--- src/hw/rtl/bta_pkg.sv ---
// ----------------------------------------------------------------------------
// bta_pkg: shared types and command codes of the first-fit allocator
// Holds the command codes from the controller to the datapath, and the
// command and status structs that join them.
// ----------------------------------------------------------------------------
package bta_pkg;

  localparam int unsigned FieldWidth = 12;
  localparam int unsigned OpWidth    = 5;

  localparam logic [OpWidth-1:0] CMD_NOP    = 5'd0;
  localparam logic [OpWidth-1:0] CMD_CLR    = 5'd1;
  localparam logic [OpWidth-1:0] CMD_LOAD   = 5'd2;
  localparam logic [OpWidth-1:0] CMD_RD_AT  = 5'd3;
  localparam logic [OpWidth-1:0] CMD_A_STEP = 5'd4;
  localparam logic [OpWidth-1:0] CMD_A_TAKE = 5'd5;
  localparam logic [OpWidth-1:0] CMD_A_SPL1 = 5'd6;
  localparam logic [OpWidth-1:0] CMD_A_SPL2 = 5'd7;
  localparam logic [OpWidth-1:0] CMD_A_OK   = 5'd8;
  localparam logic [OpWidth-1:0] CMD_A_FAIL = 5'd9;
  localparam logic [OpWidth-1:0] CMD_F_REL  = 5'd10;
  localparam logic [OpWidth-1:0] CMD_RD_R   = 5'd11;
  localparam logic [OpWidth-1:0] CMD_R_ADD  = 5'd12;
  localparam logic [OpWidth-1:0] CMD_L_INIT = 5'd13;
  localparam logic [OpWidth-1:0] CMD_RD_L   = 5'd14;
  localparam logic [OpWidth-1:0] CMD_L_ADD  = 5'd15;
  localparam logic [OpWidth-1:0] CMD_F_W1   = 5'd16;
  localparam logic [OpWidth-1:0] CMD_F_W2   = 5'd17;
  localparam logic [OpWidth-1:0] CMD_F_DONE = 5'd18;

  typedef struct packed {
    logic [OpWidth-1:0] op;
  } cmd_t;

  typedef struct packed {
    logic clr_last;    // clearing pass at its last entry
    logic out_free;    // output register can take a result this cycle
    logic is_free;     // current transaction is a free
    logic steps_max;   // walk step limit reached
    logic at_oob;      // walk position outside the arena
    logic f_bad;       // free address cannot name a header
    logic sz_zero;     // header read has size zero
    logic rd_used;     // header read is marked used
    logic fit;         // header read is free and large enough
    logic take_whole;  // leftover too small to split
    logic r_oob;       // right neighbor outside the arena
    logic l_stop;      // no left neighbor to look at
  } status_t;

endpackage

--- src/hw/rtl/bta_ctrl.sv ---
// ----------------------------------------------------------------------------
// bta_ctrl: sequencing state machine of the allocator
// Runs the clearing pass, the first-fit walk and the free merge walks by
// issuing one datapath command per cycle; it waits while the output is stalled.
// ----------------------------------------------------------------------------
module bta_ctrl (
  input  logic              clk_i,
  input  logic              rst_ni,
  input  logic              in_valid_i,
  output logic              in_stall_o,
  input  bta_pkg::status_t  status_i,
  output bta_pkg::cmd_t     cmd_o
);

  localparam logic [4:0] S_CLR   = 5'd0;
  localparam logic [4:0] S_IDLE  = 5'd1;
  localparam logic [4:0] S_DISP  = 5'd2;
  localparam logic [4:0] S_ARD   = 5'd3;
  localparam logic [4:0] S_ACHK  = 5'd4;
  localparam logic [4:0] S_SPL2  = 5'd5;
  localparam logic [4:0] S_AOK   = 5'd6;
  localparam logic [4:0] S_AFAIL = 5'd7;
  localparam logic [4:0] S_FCHK  = 5'd8;
  localparam logic [4:0] S_FREL  = 5'd9;
  localparam logic [4:0] S_RRD   = 5'd10;
  localparam logic [4:0] S_RCHK  = 5'd11;
  localparam logic [4:0] S_LCHK  = 5'd12;
  localparam logic [4:0] S_LADD  = 5'd13;
  localparam logic [4:0] S_FW1   = 5'd14;
  localparam logic [4:0] S_FW2   = 5'd15;
  localparam logic [4:0] S_FDONE = 5'd16;

  logic [4:0] state_q, state_d;

  always_comb begin
    state_d    = state_q;
    cmd_o.op   = bta_pkg::CMD_NOP;
    in_stall_o = 1'b1;
    case (state_q)
      S_CLR: begin
        cmd_o.op = bta_pkg::CMD_CLR;
        if (status_i.clr_last) state_d = S_IDLE;
      end
      S_IDLE: begin
        in_stall_o = 1'b0;
        if (in_valid_i) begin
          cmd_o.op = bta_pkg::CMD_LOAD;
          state_d  = S_DISP;
        end
      end
      S_DISP: state_d = status_i.is_free ? S_FCHK : S_ARD;
      S_ARD: begin
        if (status_i.steps_max || status_i.at_oob) begin
          state_d = S_AFAIL;
        end else begin
          cmd_o.op = bta_pkg::CMD_RD_AT;
          state_d  = S_ACHK;
        end
      end
      S_ACHK: begin
        if (status_i.sz_zero) begin
          state_d = S_AFAIL;
        end else if (status_i.fit && status_i.take_whole) begin
          cmd_o.op = bta_pkg::CMD_A_TAKE;
          state_d  = S_AOK;
        end else if (status_i.fit) begin
          cmd_o.op = bta_pkg::CMD_A_SPL1;
          state_d  = S_SPL2;
        end else begin
          cmd_o.op = bta_pkg::CMD_A_STEP;
          state_d  = S_ARD;
        end
      end
      S_SPL2: begin
        cmd_o.op = bta_pkg::CMD_A_SPL2;
        state_d  = S_AOK;
      end
      S_AOK: begin
        if (status_i.out_free) begin
          cmd_o.op = bta_pkg::CMD_A_OK;
          state_d  = S_IDLE;
        end
      end
      S_AFAIL: begin
        if (status_i.out_free) begin
          cmd_o.op = bta_pkg::CMD_A_FAIL;
          state_d  = S_IDLE;
        end
      end
      S_FCHK: begin
        if (status_i.f_bad) begin
          state_d = S_FDONE;
        end else begin
          cmd_o.op = bta_pkg::CMD_RD_AT;
          state_d  = S_FREL;
        end
      end
      S_FREL: begin
        if (!status_i.rd_used || status_i.sz_zero) begin
          state_d = S_FDONE;
        end else begin
          cmd_o.op = bta_pkg::CMD_F_REL;
          state_d  = S_RRD;
        end
      end
      S_RRD: begin
        if (status_i.steps_max || status_i.r_oob) begin
          cmd_o.op = bta_pkg::CMD_L_INIT;
          state_d  = S_LCHK;
        end else begin
          cmd_o.op = bta_pkg::CMD_RD_R;
          state_d  = S_RCHK;
        end
      end
      S_RCHK: begin
        if (status_i.rd_used || status_i.sz_zero) begin
          cmd_o.op = bta_pkg::CMD_L_INIT;
          state_d  = S_LCHK;
        end else begin
          cmd_o.op = bta_pkg::CMD_R_ADD;
          state_d  = S_RRD;
        end
      end
      S_LCHK: begin
        if (status_i.steps_max || status_i.l_stop) begin
          state_d = S_FW1;
        end else begin
          cmd_o.op = bta_pkg::CMD_RD_L;
          state_d  = S_LADD;
        end
      end
      S_LADD: begin
        if (status_i.rd_used) begin
          state_d = S_FW1;
        end else begin
          cmd_o.op = bta_pkg::CMD_L_ADD;
          state_d  = S_LCHK;
        end
      end
      S_FW1: begin
        cmd_o.op = bta_pkg::CMD_F_W1;
        state_d  = S_FW2;
      end
      S_FW2: begin
        cmd_o.op = bta_pkg::CMD_F_W2;
        state_d  = S_FDONE;
      end
      S_FDONE: begin
        if (status_i.out_free) begin
          cmd_o.op = bta_pkg::CMD_F_DONE;
          state_d  = S_IDLE;
        end
      end
      default: state_d = S_IDLE;
    endcase
  end

  always_ff @(posedge clk_i or negedge rst_ni) begin
    if (!rst_ni) begin
      state_q <= S_CLR;
    end else begin
      state_q <= state_d;
    end
  end

endmodule

--- config.mk ---
export PLATFORM = sky130hd
export DESIGN_NAME = bta_ctrl
export DESIGN_NICKNAME = d
export VERILOG_FILES = /design/src/hw/rtl/bta_pkg.sv /design/src/hw/rtl/bta_ctrl.sv
export SDC_FILE = /design/constraint.sdc
export NUM_CORES = 1
export LEC_CHECK = 0
export ABC_AREA = 0
export BUFFER_PORTS_ARGS = -buffer_cell sky130_fd_sc_hd__buf_2
export CORE_MARGIN = 4
export CORE_UTILIZATION = 55
export CTS_CLUSTER_SIZE = 24
export DETAILED_ROUTE_END_ITERATION = 6
export GPL_TIMING_DRIVEN = 0
export MAX_ROUTING_LAYER = met4
export PLACE_DENSITY = 0.94
export SETUP_SLACK_MARGIN = 0.05
export SLEW_MARGIN = 30
export SYNTH_ARGS = -nofsm -noshare
export SYNTH_HDL_FRONTEND = slang
export SYNTH_SLANG_ARGS = --single-unit
--- constraint.sdc ---
create_clock -name clk_i -period 4.45 [get_ports clk_i]
set_input_delay 0.2225 -clock clk_i [delete_from_list [all_inputs] [get_ports clk_i]]
set_output_delay 0.2225 -clock clk_i [all_outputs]
set_load 0.05 [all_outputs]
==> flow_summary.ini, run 1 <==
[timing]
fmax_ghz = 0.4187
min_period_ns = 2.388
tns_ns = 0
setup_violations = 0
rsz0062_at_grt = false
worstMarginPinSlew_ns = 0.6019
timing.final.ws_setup_ns = 2.062
hold_ws_ns = 0.3629
maxSlewViolCount = 0
hold_viol = 0
skew_ns = 0.003919
relSlewSlack = 0.5972
fin_crit_sh = 0.5367

[critical_path]
arrival_ns = 2.17
r2r-end = state_q[0]$_DFFE_PN0P_
cp_num_buf_inv = 3
worst-setup-path-type = reg -> out
crit_path_frequent_cell = buf_2
cp.required_ns = 4.23
r2r_slack_ns = 2.67
r2r_cells = 6
r2r-start = state_q[2]$_DFFE_PN0P_
end_kind = output port
slowest_stage = dfrtp_1
cp_max_fo = 10
cpPeakStageDelay_ns = 0.47
start_kind = flop
crit_chain = buf_2, buf_2, nand2_1, o21ai_0, a31oi_1, nand3b_1, buf_2
critPathTopFamily = buffers and inverters

[synth]
synth_seq_cells = 5
synthAdderAreaFrac = 0
ys_seq_area_frac = 0.1543
synthSimpleGateAreaFrac = 0.3627
synth-xor-area-share = 0.02160
synth_cells = 119
synth_cell_type_count = 45
syn_area_um2 = 810.8
synth-compound-area-share = 0.3858
post_synth.cell_area_avg_um2 = 6.813
yosys_warnings = 0
syn-num-nets = 134
synth_top_family_by_area = compound AO/OA/AOI/OAI gates
synth_mux_area_frac = 0.01235

[detailed_routing]
vias = 1084
route.detailed.drc = 0
drtIter0Drc = 90
ant_nets = 0
viasPerCell = 6.818
wl_um = 2871
firstDrtPassIters = 4
wl_per_cell_um = 18.06

[global_routing]
grt_max_degree = 11
gr-usage-all-layers = 0.3091
grt_pass1_vias = 991
gr-total-overflow = 0
antenna_found_initial = 0
grt_pass1_wl_um = 4629

[floorplan]
ios = 21
dieArea_mm2 = 0.002153
fp-row-count = 13
die-width_um = 46.40
die_h_um = 46.40
coreArea_mm2 = 0.001350
initial_core_util = 0.6006

[power_and_ir_drop]
cellLeakagePower_uw = 0.0004020
total_power_uw = 798.0
p_seq_frac = 0.114
powerDensity_mw_per_mm2 = 826.1
comb_power_share = 0.817
peakVddDrop_mv = 0.4598
p_clk_frac = 0.068
p_int_uw = 315.9
swShare = 0.6041
p_switching_uw = 482.1

[finish]
fin_nets = 160
top_regs = state_q: 5 flops
area_growth_pct = 19.14
regMostFlops = state_q
final_area_um2 = 965.9
largest_reg_flops = 5
ff_latch_area_um2 = 125.1
nFillCells = 129
antenna_cells = 0
multi_input_area_um2 = 634.4
final_layout_size_suffix_gt1_frac = 0.2153

[min_path]
min_to = state_q[3]$_DFFE_PN0P_
hold_depth = 3
hp-start = status_i[9]
hold_class = in -> reg

[clock_tree]
clock_path_buffers = 2
postCtsSetupRepairBufs = 0
clock_latency_ns = 0.25
ctsResizeCount = 0
ctsHoldBuffers = 1
clock-sinks = 5
cts_made_buffers = 3
clk_pin_slew_worst_paths_ns = 0.05
htree_num_levels = 1
cts_tree = yes
ctsRootBufferMaster = clkbuf_4

[placed_design]
pre_cts_ws_ns = 2.392
io_buffer_count = 20
gp_congestion = 1.053
placed_area_um2 = 929.6
dp_hpwl_um = 2037

[status]
outcome = finished clean

[run]
drv_cap = 0
kinds of logic (layout without fill, tap and decap cells):
| family | count (synthesis) | in the layout |
|---|---|---|
| muxes | 1 | 1 |
| xor gates and xnor gates | 2 | 2 |
| DFF | 5 | 5 |
| AOI/OAI and AO/OA | 45 | 45 |
| and+or+nand+nor | 54 | 54 |
| buffers and inverters | 12 | 37 |
worst min-delay path: cells and delay by family:
family                 cells  cell delay (ns)
AOI/OAI and AO/OA          2             0.25
buffers and inverters      1             0.10
layout by cell type, fill, tap and decap left out, drive strengths merged, types with 2 or more instances in the layout:
cell type  instances
a211oi             3
nand4              3
nand2b             5
a21oi             10
a31oi              5
a32oi              2
nand2              9
clkbuf             7
a21o               2
nand3b             2
nor4b              2
inv                2
xor2               2
and2               2
or2                2
dfrtp              5
o21ai              7
nor2              10
or3                2
nand3              4
buf               27
nor3               6
o2bb2ai            2
nor2b              5
worst max path at each step:
stage	start	to	slack (ns)	depth (start not counted)
floorplan	state_q[4]$_DFFE_PN0P_	cmd_o[2]	2.51	4
global placement	state_q[2]$_DFFE_PN0P_	cmd_o[1]	2.41	6
detailed placement	state_q[3]$_DFFE_PN0P_	cmd_o[0]	2.39	7
CTS	state_q[3]$_DFFE_PN0P_	cmd_o[0]	2.11	7
global route	state_q[4]$_DFFE_PN0P_	cmd_o[1]	2.00	6
finish	state_q[0]$_DFFE_PN0P_	cmd_o[1]	2.06	7
final cells by class:
type | count | share of cell area
Buffer | 10 | 0.04534
Clock buffer | 4 | 0.02720
Inverter | 2 | 0.007772
Multi-Input combinational cell | 102 | 0.6567
Sequential cell | 5 | 0.1295
Tap cell | 15 | 0.01943
Timing Repair Buffer | 21 | 0.1140
metal layers:
metal  GRT usage  share of wire  up-vias
met1      0.4070           0.37      469
li1            -              -      501
met5           -              0        -
met3     0.07422           0.14       12
met2      0.4560           0.45      102
met4      0.1080          0.034        0
cell usage after synthesis (all sizes together):
master,count,area (µm²)
nand4,3,18.77
nor4b,2,23.77
a32o,1,10.01
o31ai,1,7.510
dfrtp,5,125.1
a2bb2oi,1,8.760
or3,2,12.51
o2bb2ai,2,17.52
and2,2,12.51
nor4,1,6.260
o211a,1,10.01
nand2b,5,31.28
inv,2,7.500
a21boi,1,7.510
nor2,10,37.54
o21a,1,7.510
o31a,1,8.760
a211oi,3,22.52
a311oi,1,15.01
or2,2,12.51
a22oi,1,7.510
nor3,6,30.03
mux2i,1,10.01
o22ai,1,6.260
a32oi,2,17.52
a221o,1,10.01
nand3b,2,15.01
buf,7,32.53
xor2,2,17.52
nor2b,5,31.28
a21oi,10,50.05
a21o,2,15.01
or3b,1,8.760
nand2,9,33.78
o21bai,1,7.510
a31oi,5,31.28
o21ai,7,35.03
a22o,1,8.760
clkbuf,3,11.26
o2111ai,1,8.760
nand3,4,20.02
power by group through the flow:
stage	clock, µW	sequential, µW	combinational, µW
final	54.6	91.1	652
after CTS	56.2	90.4	636
after global routing	58.7	93.9	695
after floorplan	0	83.5	499
after detailed placement	0	90.8	633
after global placement	0	90.5	627
stage by stage:
step	instances	utilization
2_1_floorplan	119	-
3_3_place_gp	154	0.6886
3_5_place_dp	154	0.6886
4_1_cts	159	0.7155
5_1_grt	159	0.7155
6_report	159	0.7155
Power figures use the tool's default switching activity.
==> inputs of run 2 (changes only) <==
--- a/config.mk
+++ b/config.mk
@@ -5,15 +5,15 @@
 export SDC_FILE = /design/constraint.sdc
 export NUM_CORES = 1
 export LEC_CHECK = 0
-export ABC_AREA = 0
+export ABC_AREA = 1
 export BUFFER_PORTS_ARGS = -buffer_cell sky130_fd_sc_hd__buf_2
 export CORE_MARGIN = 4
-export CORE_UTILIZATION = 55
+export CORE_UTILIZATION = 47
 export CTS_CLUSTER_SIZE = 24
 export DETAILED_ROUTE_END_ITERATION = 6
 export GPL_TIMING_DRIVEN = 0
 export MAX_ROUTING_LAYER = met4
-export PLACE_DENSITY = 0.94
+export PLACE_DENSITY = 0.86
 export SETUP_SLACK_MARGIN = 0.05
 export SLEW_MARGIN = 30
 export SYNTH_ARGS = -nofsm -noshare
==> constraint.sdc (replaced) <==
create_clock -name clk_i -period 2 [get_ports clk_i]
set_input_delay 0.1 -clock clk_i [delete_from_list [all_inputs] [get_ports clk_i]]
set_output_delay 0.1 -clock clk_i [all_outputs]
set_load 0.05 [all_outputs]
==> run 2 against run 1 <==
  * Global-route usage down 9.6 points
  * Largest power group unchanged
  * Sequential power rose by 96%
  * Area after synthesis did not move
  * Clock skew is 0.0017 ns higher
  * Synthesized cell count rose by 29%
  * Critical path depth stayed put
  * Cell count grew 23%
  * First-iteration DRC count shrank 8.9%
==> flow_summary.ini, run 2 <==
[detailed_routing]
vias = 1105
drtIter0Drc = 82
wl_per_cell_um = 12.70
firstDrtPassIters = 5
viasPerCell = 5.667
wl_um = 2476
route.detailed.drc = 0
ant_nets = 0

[finish]
ff_latch_area_um2 = 126.4
final_layout_size_suffix_gt1_frac = 0.2346
mostFrequentLayoutCell = nand2_1
largest_reg_flops = 5
nFillCells = 155
antenna_cells = 0
post-route-util = 0.6509
top_regs = state_q: 5 flops
regMostFlops = state_q
multi_input_area_um2 = 571.8
area_growth_pct = 25.15
layout_common_cells = 34 x nand2_1, 28 x nand3_1, 25 x inv_1
layoutNonFillerInstCount = 195
fin_nets = 195

[min_path]
hold_class = in -> reg
min_to = state_q[2]$_DFFE_PN0P_
hold_depth = 3
hp-start = status_i[3]

[clock_tree]
clock_path_buffers = 2
clock_latency_ns = 0.24
clk_pin_slew_worst_paths_ns = 0.04
clock-sinks = 5
htree_num_levels = 1
ctsRootBufferMaster = clkbuf_4
cts_tree = yes
cts_made_buffers = 3

[power_and_ir_drop]
powerDensity_mw_per_mm2 = 1622
comb_power_share = 0.822
p_switching_uw = 993.0
peakVddDrop_mv = 1.375
p_seq_frac = 0.109
p_clk_frac = 0.069
cellLeakagePower_uw = 0.0006071
p_int_uw = 653.1
swShare = 0.6032

[synth]
synth_top_family_by_area = simple AND/OR/NAND/NOR gates
synth_mux_area_frac = 0
post_synth.cell_area_avg_um2 = 5.299
synth-compound-area-share = 0.07870
yosys_warnings = 0
synth_seq_cells = 5
synthSimpleGateAreaFrac = 0.5957
syn-num-nets = 168
synth-xor-area-share = 0
synth_top_area_frac = 0.1728
synth_top_area_cell = nand3_1
synth_edf_count = 0
synthAdderAreaFrac = 0
yosysMostFrequentCell = nand2_1
synth_common_cells = 34 x nand2_1, 28 x nand3_1, 27 x nor2_1, 25 x inv_1, 6 x nand4_1
synth-async-reset-ratio = 1.000
synth_cells = 153
syn_area_um2 = 810.8
synth_cell_type_count = 20
ys_seq_area_frac = 0.1543
synth.area.top_cells = nand3_1 17%, nand2_1 16%, dfrtp_1 15%
ys.flop_type = dfrtp_1

[timing]
relSlewSlack = 0.7657
tns_ns = 0
fin_crit_sh = 0.9334
fmax_ghz = 0.5357
rsz0062_at_grt = true
worstMarginPinSlew_ns = 0.3478
maxSlewViolCount = 0
skew_ns = 0.005571
timing.final.ws_setup_ns = 0.1332
setup_violations = 0
min_period_ns = 1.867
hold_ws_ns = 0.1621
hold_viol = 0

[global_routing]
grt_max_degree = 11
gr-usage-all-layers = 0.2127
gr-total-overflow = 0
antenna_found_initial = 0
grt_pass1_vias = 957
grt_pass1_wl_um = 4015

[critical_path]
r2r-start = state_q[3]$_DFFE_PN0P_
cp_max_fo = 10
r2r_slack_ns = 0.48
arrival_ns = 1.77
worst-setup-path-type = reg -> out
start_kind = flop
r2r_cells = 9
cp.required_ns = 1.90
r2r-end = state_q[0]$_DFFE_PN0P_
end_kind = output port

[floorplan]
coreArea_mm2 = 0.001559
initial_core_util = 0.5201
dieArea_mm2 = 0.002454
die_h_um = 49.54
fp-row-count = 14
ios = 21
die-width_um = 49.54

[placed_design]
dpl.cell_count = 189
gp_congestion = 1.006
io_buffer_count = 20
dp_hpwl_um = 1971
pre_cts_ws_ns = 0.2859

[status]
outcome = finished clean

[run]
drv_cap = 0
[run 2: cell families after synthesis]
family,after synthesis
simple gates,106
buf+inv,31
compound gates,11
flops,5
[run 2: worst max path at each step]
stage | start | endpoint | slack, ns | cells past startpoint
2_1_floorplan | state_q[3]$_DFFE_PN0P_ | cmd_o[1] | 0.46 | 8
3_3_place_gp | state_q[0]$_DFFE_PN0P_ | cmd_o[1] | 0.31 | 10
3_5_place_dp | state_q[1]$_DFFE_PN0P_ | cmd_o[1] | 0.29 | 10
4_1_cts | state_q[1]$_DFFE_PN0P_ | cmd_o[0] | 0.07 | 10
5_1_grt | state_q[3]$_DFFE_PN0P_ | cmd_o[0] | -0.02 | 9
6_report | state_q[0]$_DFFE_PN0P_ | cmd_o[1] | 0.13 | 7
[run 2: through the flow]
stage | instance area [µm²] | power (µW)
finish | 1015 | 1646
global route | 1015 | 1810
CTS | 969.7 | 1538
detailed placement | 930.9 | 1401
global placement | 930.9 | 1377
floorplan | 810.8 | 1141
[run 2: layout make-up]
cell class,count,area share
tap,16,0.01973
inverter,26,0.09618
clock buffer,4,0.02589
multi-input combinational,117,0.5635
timing repair buffer,22,0.1295
sequential,5,0.1245
buffer,5,0.04069
[run 2: worst max-delay path, cell delays in order (launching register included)]
cell	delay, ns
dfrtp_1	0.35
buf_4	0.16
nor2_4	0.25
nand3_1	0.22
o211ai_1	0.24
nor2_1	0.06
nand2_1	0.05
buf_4	0.19
[run 2: routing by layer]
layer | share of wire | vias up | track usage
met5 | 0 | - | -
met3 | 0.15 | 4 | 0.07831
met4 | 0.0093 | 0 | 0.05991
met1 | 0.38 | 473 | 0.2647
li1 | - | 546 | -
met2 | 0.46 | 82 | 0.3216
[run 2: timing repair]
| action | CTS | global route |
|---|---|---|
| buffers inserted | 0 | 1 |
| hold buffers | 1 | 0 |
| gates resized for setup | 1 | 13 |
| pin swaps | 0 | 1 |
| hold endpoints to repair | 5 | 0 |
| setup endpoints to repair | 1 | 4 |
| gates cloned | 0 | 0 |
[run 2: power groups by stage]
stage	Combinational, µW	Clock [µW]	Sequential [µW]
3_5_place_dp	1230	0	171
2_1_floorplan	976	0	165
4_1_cts	1250	121	170
5_1_grt	1490	134	184
3_3_place_gp	1210	0	169
6_report	1350	113	179
